===== src/hw/rtl/plp_pkg.sv =====
// ----------------------------------------------------------------------------
// plp_pkg
// Shared types and constants for the positional list block: operation and
// status codes, field widths and the controller-to-datapath command bundle.
// ----------------------------------------------------------------------------
package plp_pkg;

  // Default number of cells in the list
  localparam int unsigned DefCapacity = 16;

  // Field widths of one input beat and one result beat
  localparam int unsigned OpW    = 2;
  localparam int unsigned IdxW   = 5;
  localparam int unsigned DataW  = 32;
  localparam int unsigned StatW  = 2;
  localparam int unsigned CountW = 5;

  // Packed tdata widths, rounded up to whole bytes
  localparam int unsigned InFieldsW  = OpW + IdxW + DataW;
  localparam int unsigned InTdataW   = ((InFieldsW + 7) / 8) * 8;
  localparam int unsigned OutFieldsW = StatW + CountW + DataW;
  localparam int unsigned OutTdataW  = ((OutFieldsW + 7) / 8) * 8;

  // Operation codes
  localparam logic [OpW-1:0] OP_APPEND = 2'd0;
  localparam logic [OpW-1:0] OP_INSERT = 2'd1;
  localparam logic [OpW-1:0] OP_REMOVE = 2'd2;
  localparam logic [OpW-1:0] OP_READ   = 2'd3;

  // Status codes
  localparam logic [StatW-1:0] ST_OK    = 2'd0;
  localparam logic [StatW-1:0] ST_RANGE = 2'd1;
  localparam logic [StatW-1:0] ST_FULL  = 2'd2;
  localparam logic [StatW-1:0] ST_BAD   = 2'd3;

  // Commands from controller to datapath
  typedef struct packed {
    logic load_item;  // capture the accepted input beat
    logic exec;       // carry out the held operation, load the result
  } plp_cmd_t;

endpackage


===== src/hw/rtl/plp_ctrl.sv =====
// ----------------------------------------------------------------------------
// plp_ctrl
// Controller: takes one input beat at a time, fires the execute step once
// the result register is free, and owns the result valid flag.
// ----------------------------------------------------------------------------
module plp_ctrl
  import plp_pkg::*;
(
  input  logic     clk,
  input  logic     rst_n,
  input  logic     in_tvalid,
  output logic     in_tready,
  output logic     out_tvalid,
  input  logic     out_tready,
  output plp_cmd_t cmd
);

  typedef enum logic {
    S_IDLE,
    S_EXEC
  } state_t;

  state_t state_r;
  state_t state_nxt;
  logic   out_valid_r;
  logic   out_valid_nxt;
  logic   accept;
  logic   exec_go;

  // Handshake decode
  assign in_tready = (state_r == S_IDLE);
  assign accept    = in_tvalid && in_tready;
  assign exec_go   = (state_r == S_EXEC) && (!out_valid_r || out_tready);

  assign cmd.load_item = accept;
  assign cmd.exec      = exec_go;
  assign out_tvalid    = out_valid_r;

  // Next state and result valid
  always_comb begin
    state_nxt     = state_r;
    out_valid_nxt = out_valid_r;
    if (out_valid_r && out_tready) begin
      out_valid_nxt = 1'b0;
    end
    case (state_r)
      S_IDLE: begin
        if (accept) begin
          state_nxt = S_EXEC;
        end
      end
      S_EXEC: begin
        if (exec_go) begin
          state_nxt     = S_IDLE;
          out_valid_nxt = 1'b1;
        end
      end
      default: begin
        state_nxt = S_IDLE;
      end
    endcase
  end

  always_ff @(posedge clk) begin
    if (!rst_n) begin
      state_r     <= S_IDLE;
      out_valid_r <= 1'b0;
    end else begin
      state_r     <= state_nxt;
      out_valid_r <= out_valid_nxt;
    end
  end

endmodule


===== src/hw/rtl/plp_dpath.sv =====
// ----------------------------------------------------------------------------
// plp_dpath
// Datapath: held operation, fill count, the row of cells (each one holds,
// shifts from a neighbour or loads the new value) and the result register.
// ----------------------------------------------------------------------------
module plp_dpath
  import plp_pkg::*;
#(
  parameter int unsigned CAPACITY = DefCapacity
) (
  input  logic                     clk,
  input  logic                     rst_n,
  input  plp_cmd_t                 cmd,
  input  logic [OpW-1:0]           in_opcode,
  input  logic [IdxW-1:0]          in_index,
  input  logic signed [DataW-1:0]  in_data,
  output logic [StatW-1:0]         res_status,
  output logic [CountW-1:0]        res_count,
  output logic signed [DataW-1:0]  res_read_value
);

  localparam int unsigned FillW = $clog2(CAPACITY + 1);
  localparam int unsigned AddrW = $clog2(CAPACITY);
  localparam int unsigned CmpW  = (FillW > IdxW) ? FillW : IdxW;

  // Held item
  logic [OpW-1:0]          op_r;
  logic [IdxW-1:0]         idx_r;
  logic signed [DataW-1:0] data_r;

  // List state
  logic [FillW-1:0]        fill_r;
  logic [FillW-1:0]        fill_nxt;
  logic signed [DataW-1:0] cells_r [CAPACITY];

  // Result register
  logic [StatW-1:0]        status_r;
  logic [CountW-1:0]       count_r;
  logic signed [DataW-1:0] rd_r;

  // Decode
  logic [CmpW-1:0]         idx_c;
  logic [CmpW-1:0]         fill_c;
  logic [CmpW-1:0]         pos_c;
  logic                    full;
  logic                    is_ins;
  logic                    ins_ok;
  logic                    rem_ok;
  logic [StatW-1:0]        status_nxt;
  logic signed [DataW-1:0] rd_nxt;
  logic [AddrW-1:0]        rd_addr;

  assign idx_c   = CmpW'(idx_r);
  assign fill_c  = CmpW'(fill_r);
  assign full    = (fill_r == FillW'(CAPACITY));
  assign is_ins  = (op_r == OP_APPEND) || (op_r == OP_INSERT);
  // an append is an insert at the fill position
  assign pos_c   = (op_r == OP_APPEND) ? fill_c : idx_c;
  assign rd_addr = AddrW'(idx_r);

  // Status, count and read value of the held operation
  always_comb begin
    status_nxt = ST_OK;
    rd_nxt     = '0;
    ins_ok     = 1'b0;
    rem_ok     = 1'b0;
    case (op_r)
      OP_APPEND, OP_INSERT: begin
        if (pos_c > fill_c) begin
          status_nxt = ST_RANGE;
        end else if (full) begin
          status_nxt = ST_FULL;
        end else begin
          ins_ok = 1'b1;
        end
      end
      OP_REMOVE: begin
        if (idx_c >= fill_c) begin
          status_nxt = ST_RANGE;
        end else begin
          rem_ok = 1'b1;
        end
      end
      OP_READ: begin
        if (idx_c >= fill_c) begin
          status_nxt = ST_RANGE;
        end else begin
          rd_nxt = cells_r[rd_addr];
        end
      end
      default: begin
        status_nxt = ST_RANGE;
      end
    endcase
  end

  always_comb begin
    fill_nxt = fill_r;
    if (cmd.exec && ins_ok) begin
      fill_nxt = fill_r + FillW'(1);
    end else if (cmd.exec && rem_ok) begin
      fill_nxt = fill_r - FillW'(1);
    end
  end

  // Fill count
  always_ff @(posedge clk) begin
    if (!rst_n) begin
      fill_r <= '0;
    end else begin
      fill_r <= fill_nxt;
    end
  end

  // Item and result capture
  always_ff @(posedge clk) begin
    if (cmd.load_item) begin
      op_r   <= in_opcode;
      idx_r  <= in_index;
      data_r <= in_data;
    end
    if (cmd.exec) begin
      status_r <= status_nxt;
      count_r  <= CountW'(fill_nxt);
      rd_r     <= rd_nxt;
    end
  end

  // Row of cells: each decides locally to hold, shift or load
  for (genvar i = 0; i < CAPACITY; i++) begin : g_cell
    logic signed [DataW-1:0] up_src;
    logic signed [DataW-1:0] dn_src;
    logic                    at_pos;
    logic                    above_pos;
    logic                    from_idx;

    if (i > 0) begin : g_up
      assign up_src = cells_r[i-1];
    end else begin : g_up0
      assign up_src = cells_r[i];
    end
    if (i < CAPACITY - 1) begin : g_dn
      assign dn_src = cells_r[i+1];
    end else begin : g_dn_last
      assign dn_src = cells_r[i];
    end

    assign at_pos    = (pos_c == CmpW'(i));
    assign above_pos = (CmpW'(i) > pos_c);
    assign from_idx  = (CmpW'(i) >= idx_c);

    always_ff @(posedge clk) begin
      if (cmd.exec && is_ins && ins_ok) begin
        if (at_pos) begin
          cells_r[i] <= data_r;
        end else if (above_pos) begin
          cells_r[i] <= up_src;
        end
      end else if (cmd.exec && rem_ok && from_idx) begin
        cells_r[i] <= dn_src;
      end
    end
  end

  assign res_status     = status_r;
  assign res_count      = count_r;
  assign res_read_value = rd_r;

endmodule


===== src/hw/rtl/positional_list_insert_remove.sv =====
// ----------------------------------------------------------------------------
// positional_list_insert_remove
// Bounded ordered list of signed 32-bit values with append, insert, remove
// and read by position; one result beat per input beat.
//
//  channel  dir  fields (tdata, lowest bit first)
//  in_      in   opcode[1:0], index[6:2], data[38:7], pad[39]
//  out_     out  status[1:0], count[6:2], read_value[38:7], pad[39]
//
// An item is accepted first; then the cell row runs and the result
// register is loaded. The execute step waits while a previous result is
// still held in the result register. One item is in flight at a
// time. Synchronous active-low reset empties the list; cell contents are
// not cleared. Stalls on out_tready hold the result and, once an item is
// taken, hold in_tready low.
// ----------------------------------------------------------------------------
module positional_list_insert_remove
  import plp_pkg::*;
#(
  parameter int unsigned CAPACITY = DefCapacity
) (
  input  logic                 clk,
  input  logic                 rst_n,
  input  logic                 in_tvalid,
  output logic                 in_tready,
  input  logic [InTdataW-1:0]  in_tdata,   // opcode, index, data, zero pad
  output logic                 out_tvalid,
  input  logic                 out_tready,
  output logic [OutTdataW-1:0] out_tdata   // status, count, read_value, pad
);

  plp_cmd_t                cmd;
  logic [StatW-1:0]        res_status;
  logic [CountW-1:0]       res_count;
  logic signed [DataW-1:0] res_read_value;

  plp_ctrl u_ctrl (
    .clk        (clk),
    .rst_n      (rst_n),
    .in_tvalid  (in_tvalid),
    .in_tready  (in_tready),
    .out_tvalid (out_tvalid),
    .out_tready (out_tready),
    .cmd        (cmd)
  );

  plp_dpath #(
    .CAPACITY (CAPACITY)
  ) u_dpath (
    .clk            (clk),
    .rst_n          (rst_n),
    .cmd            (cmd),
    .in_opcode      (in_tdata[OpW-1:0]),
    .in_index       (in_tdata[OpW+IdxW-1:OpW]),
    .in_data        (in_tdata[InFieldsW-1:OpW+IdxW]),
    .res_status     (res_status),
    .res_count      (res_count),
    .res_read_value (res_read_value)
  );

  // Pack result beat
  assign out_tdata = OutTdataW'({res_read_value, res_count, res_status});

endmodule


===== config.mk =====
export PLATFORM = sky130hd
export DESIGN_NAME = positional_list_insert_remove
export DESIGN_NICKNAME = d
export VERILOG_FILES = /design/src/hw/rtl/plp_pkg.sv /design/src/hw/rtl/plp_ctrl.sv /design/src/hw/rtl/plp_dpath.sv /design/src/hw/rtl/positional_list_insert_remove.sv
export SDC_FILE = /design/constraint.sdc
export NUM_CORES = 1
export LEC_CHECK = 0
export BUFFER_PORTS_ARGS = -buffer_cell sky130_fd_sc_hd__clkbuf_2
export CAP_MARGIN = 10
export CORE_MARGIN = 4
export CORE_UTILIZATION = 40
export DETAILED_ROUTE_END_ITERATION = 8
export SYNTH_ARGS = -nofsm -noshare
export SYNTH_HDL_FRONTEND = slang
export SYNTH_HIERARCHICAL = 1
export SYNTH_SLANG_ARGS = --single-unit

===== constraint.sdc =====
create_clock -name clk -period 9 [get_ports clk]
set_input_delay 1.8 -clock clk [delete_from_list [all_inputs] [get_ports clk]]
set_output_delay 1.8 -clock clk [all_outputs]
set_load 0.1 [all_outputs]

==> out/metrics.csv <==
stage,metric,value,unit
timing,Slew @ Worst Pin,1080,ps
timing,final setup fails,0,
global_routing,gr ovfl total,0,
critical_path,crit-path max FO,66,
global_routing,first-pass GRT wire length,152000,um
critical_path,CP Launch Type,input pin,
timing,clock skew,22.8,ps
place,Post-DP HPWL,65400,um
final_layout,nets,3132,
critical_path,"Arr. time, crit path",5580,ps
routing,WL/cell,23.8,um
critical_path,max incr delay on CP,610,ps
final_layout,Non-Filler Instances,4189,
synth,Post-synth EDFFs,590,
synth,Post-synth ARST share,0,
synth,top cell type's share of synthesized area,0.538,
final_layout,area delta synth->final,10.2,%
floorplanning,Die Ht,295,um
synth,Syn Area/Cell,10.5,um^2
synth,main area contributors after synthesis,"edfxtp_1 54%, nand2_1 8.0%, mux2i_1 7.0%",
worst_hold_path,worst min-delay path category,flip-flop to flip-flop,
floorplanning,num rows,104,
final_layout,fillers,7636,
timing,top achievable clock speed,188,MHz
clock_tree,hold buffer count at cts,0,
routing,drt pass-1 iters,6,
synth,"Seq/Total Area, Yosys",0.543,
timing,post-layout min period,5320,ps
clock_tree,CTS Buf Count,66,
routing,initial drt markers,2500,
synth,Synth Flop Type,edfxtp_1,
timing,worst hold-check slack,510,ps
synth,Syn Inst Count,3141,
place,DP Cell Count,4068,
clock_tree,Clock Sink Count,597,
timing,Setup WS post-layout,3680,ps
pwr,Max rail drop VDD,0.143,mV
global_routing,maximum number of pins on one net before global-route repair,117,
place,pre-CTS setup slack,3090,ps
synth,adder-cell share of the synthesized area,0.00456,
critical_path,CP Buf/Inv Count,4,
floorplanning,Starting Density,0.406,
critical_path,critical path's most frequent cell,buf_4,
critical_path,critical path type,input pin to flip-flop,
clock_tree,Max clock buf depth,3,
synth,largest family of logic cells by synthesized area,multiplexers,
synth,Synth Area in Compound Gates,0.125,
timing,"Hold Vio Cnt, Final",0,
critical_path,CP Capture Type,flip-flop,
run_status,status,completed,
pwr,power consumption,6.66,mW
floorplanning,die area,86900,um^2
synth,"flops & latches, synth",597,
critical_path,"delay-heaviest family, CP",simple AND/OR/NAND/NOR gates,
timing,Rel. slew slack,0.283,
clock_tree,clk_lat worst skew,610,ps
routing,# DRC,0,
place,PortBufs,83,
floorplanning,io pins,86,
synth,dominant cell type by area after synthesis,edfxtp_1,
global_routing,number of global-route vias before repair,24500,
synth,Post-Synth Simple-Gate Area,0.139,
global_routing,antenna violations before repair,0,
final_layout,antenna diode count,0,
pwr,leak pwr,13.6,nW
routing,Post-DRT Antenna Nets,0,
synth,"count leader, synth",nand2_1,
synth,Syn Nets,3197,
clock_tree,Clock transition at path regs,70,ps
timing,Final TNS setup,0,ps
global_routing,Tot GR Track Use,0.226,
critical_path,crit-path cells,"clkbuf_2, nand2b_4, and2_2, buf_4, or4b_4, a211o_1, a21o_2, or2_2, buf_4, nand2_1, buf_4",
clock_tree,Root Buffer,clkbuf_16,
floorplanning,width of the die,295,um
routing,total number of vias,25100,
final_layout,share of layout cells above drive strength 1,0.147,
critical_path,CP Data Required Time,9260,ps
synth,Synth Warn #,6,
critical_path,CP max-delay cell,nand2_1,
clock_tree,cts repair resizes,0,
floorplanning,Core Region,81100,um^2
synth,Unique masters post-synth,68,
timing,RSZ-0062 raised after global routing,no,
pwr,P per Cell Area,184,nW/um^2
synth,Post-Synth XOR/XNOR Area,0.00106,
synth,mux cell area share after synthesis,0.147,
job,Max Cap Violations,0,
synth,synth cell count leaders,"698 x nand2_1, 590 x edfxtp_1, 353 x nor2_1",
timing,Tcrit/Tclk final,0.591,
routing,Post-Route WL,99800,um
clock_tree,CTS tree,done,
place,RD Place Congestion,0.839,
clock_tree,buffer count from post-CTS setup fixing,0,
routing,vias per inst,5.98,
synth,synthesized area,32900,um^2
clock_tree,total number of H-tree levels,3,
timing,pins over their slew limit,0,
-- power breakdown --
group          internal, mW  switching [mW]  leakage (nW)  total, mW
combinational         0.226           0.420          7.13      0.646
sequential             3.14          0.0892          5.40       3.23
clock                  1.64            1.14          1.09       2.78
total                  5.01            1.65          13.6       6.66
-- flip-flops by register name, indices dropped and copies added, names as in the netlist --
| signal | cells |
|---|---|
| u_dpath/op_r | 2 |
| u_dpath/fill_c | 5 |
| u_dpath/res_count | 5 |
| u_ctrl/out_tvalid | 1 |
| u_dpath/idx_c | 5 |
| u_dpath/res_status | 2 |
| u_dpath/cells_r | 512 |
| u_dpath/data_r | 32 |
| u_ctrl/state_r | 1 |
| u_dpath/res_read_value | 32 |
-- final cells by class --
cell class,instances,area (um^2),share of cell area
timing repair buffer,153,953,0.0263
multi-input combinational,2244,13900,0.383
inverter,14,52.6,0.00145
clock inverter,33,309,0.00852
tap,1060,1330,0.0366
clock buffer,88,1870,0.0516
sequential,597,17900,0.492
-- layer usage --
layer / vias up / part of all wire / GRT usage / wire (um)
li1: 11400 / - / - / -
met1: 12400 / 0.42 / 0.306 / 41900
met2: 1018 / 0.48 / 0.373 / 47700
met3: 182 / 0.064 / 0.0310 / 6380
met4: 0 / 0.039 / 0.0817 / 3850
met5: - / 0 / 0 / 0
-- tightest hold or removal path, delay by kind of cell (launching register included) --
| family | cells | cell delay [ps] |
|---|---|---|
| flops | 1 | 340 |
| compound gates | 1 | 50 |
| simple gates | 1 | 90 |
-- metrics by stage --
step | util | area, um^2
after floorplan | - | 32900
after CTS | 0.448 | 36300
final | 0.448 | 36300
after detailed placement | 0.421 | 34100
after global placement | 0.421 | 34100
after global routing | 0.448 | 36300
-- path summary, 6_finish.rpt --
kind	endpoint	cells after the start	slack, ps	startpoint
setup / recovery	u_dpath/cells_r[1][24]	11	3680	out_tready
hold / removal	u_ctrl/out_tvalid	2	510	u_ctrl/out_tvalid
setup reg to reg	u_dpath/cells_r[13][30]	11	3960	u_dpath/op_r[1]
hold reg to reg	u_ctrl/out_tvalid	2	510	u_ctrl/out_tvalid
-- cell families after synthesis --
| group | count (synthesis) |
|---|---|
| buf+inv | 300 |
| simple gates | 1157 |
| xor+xnor | 4 |
| fa+ha+maj | 12 |
| other cells | 1 |
| compound gates | 678 |
| mux | 392 |
| flops | 597 |
-- placed cells by master, fill, tap and decap left out, drive strengths merged, types with 3 or more instances in the layout --
cell	Yosys	routed
nor3	36	36
dfxtp	7	7
mux2i	231	231
mux4	64	64
or3	4	4
nand3	25	25
edfxtp	590	590
a21oi	178	178
mux2	97	97
and2	7	7
a22oi	44	44
buf	111	70
and3	8	8
a21o	4	4
clkinv	0	26
nor2	354	354
o22ai	33	33
a31oi	256	256
nand2	700	700
a211o	4	4
bufinv	0	6
ha	12	12
o221ai	32	32
clkbuf	175	171
inv	14	15
o21ai	107	107
or2	3	3
xnor2	4	4
nand2b	9	9
nor4	3	3
(Power assumes the default switching activity.)
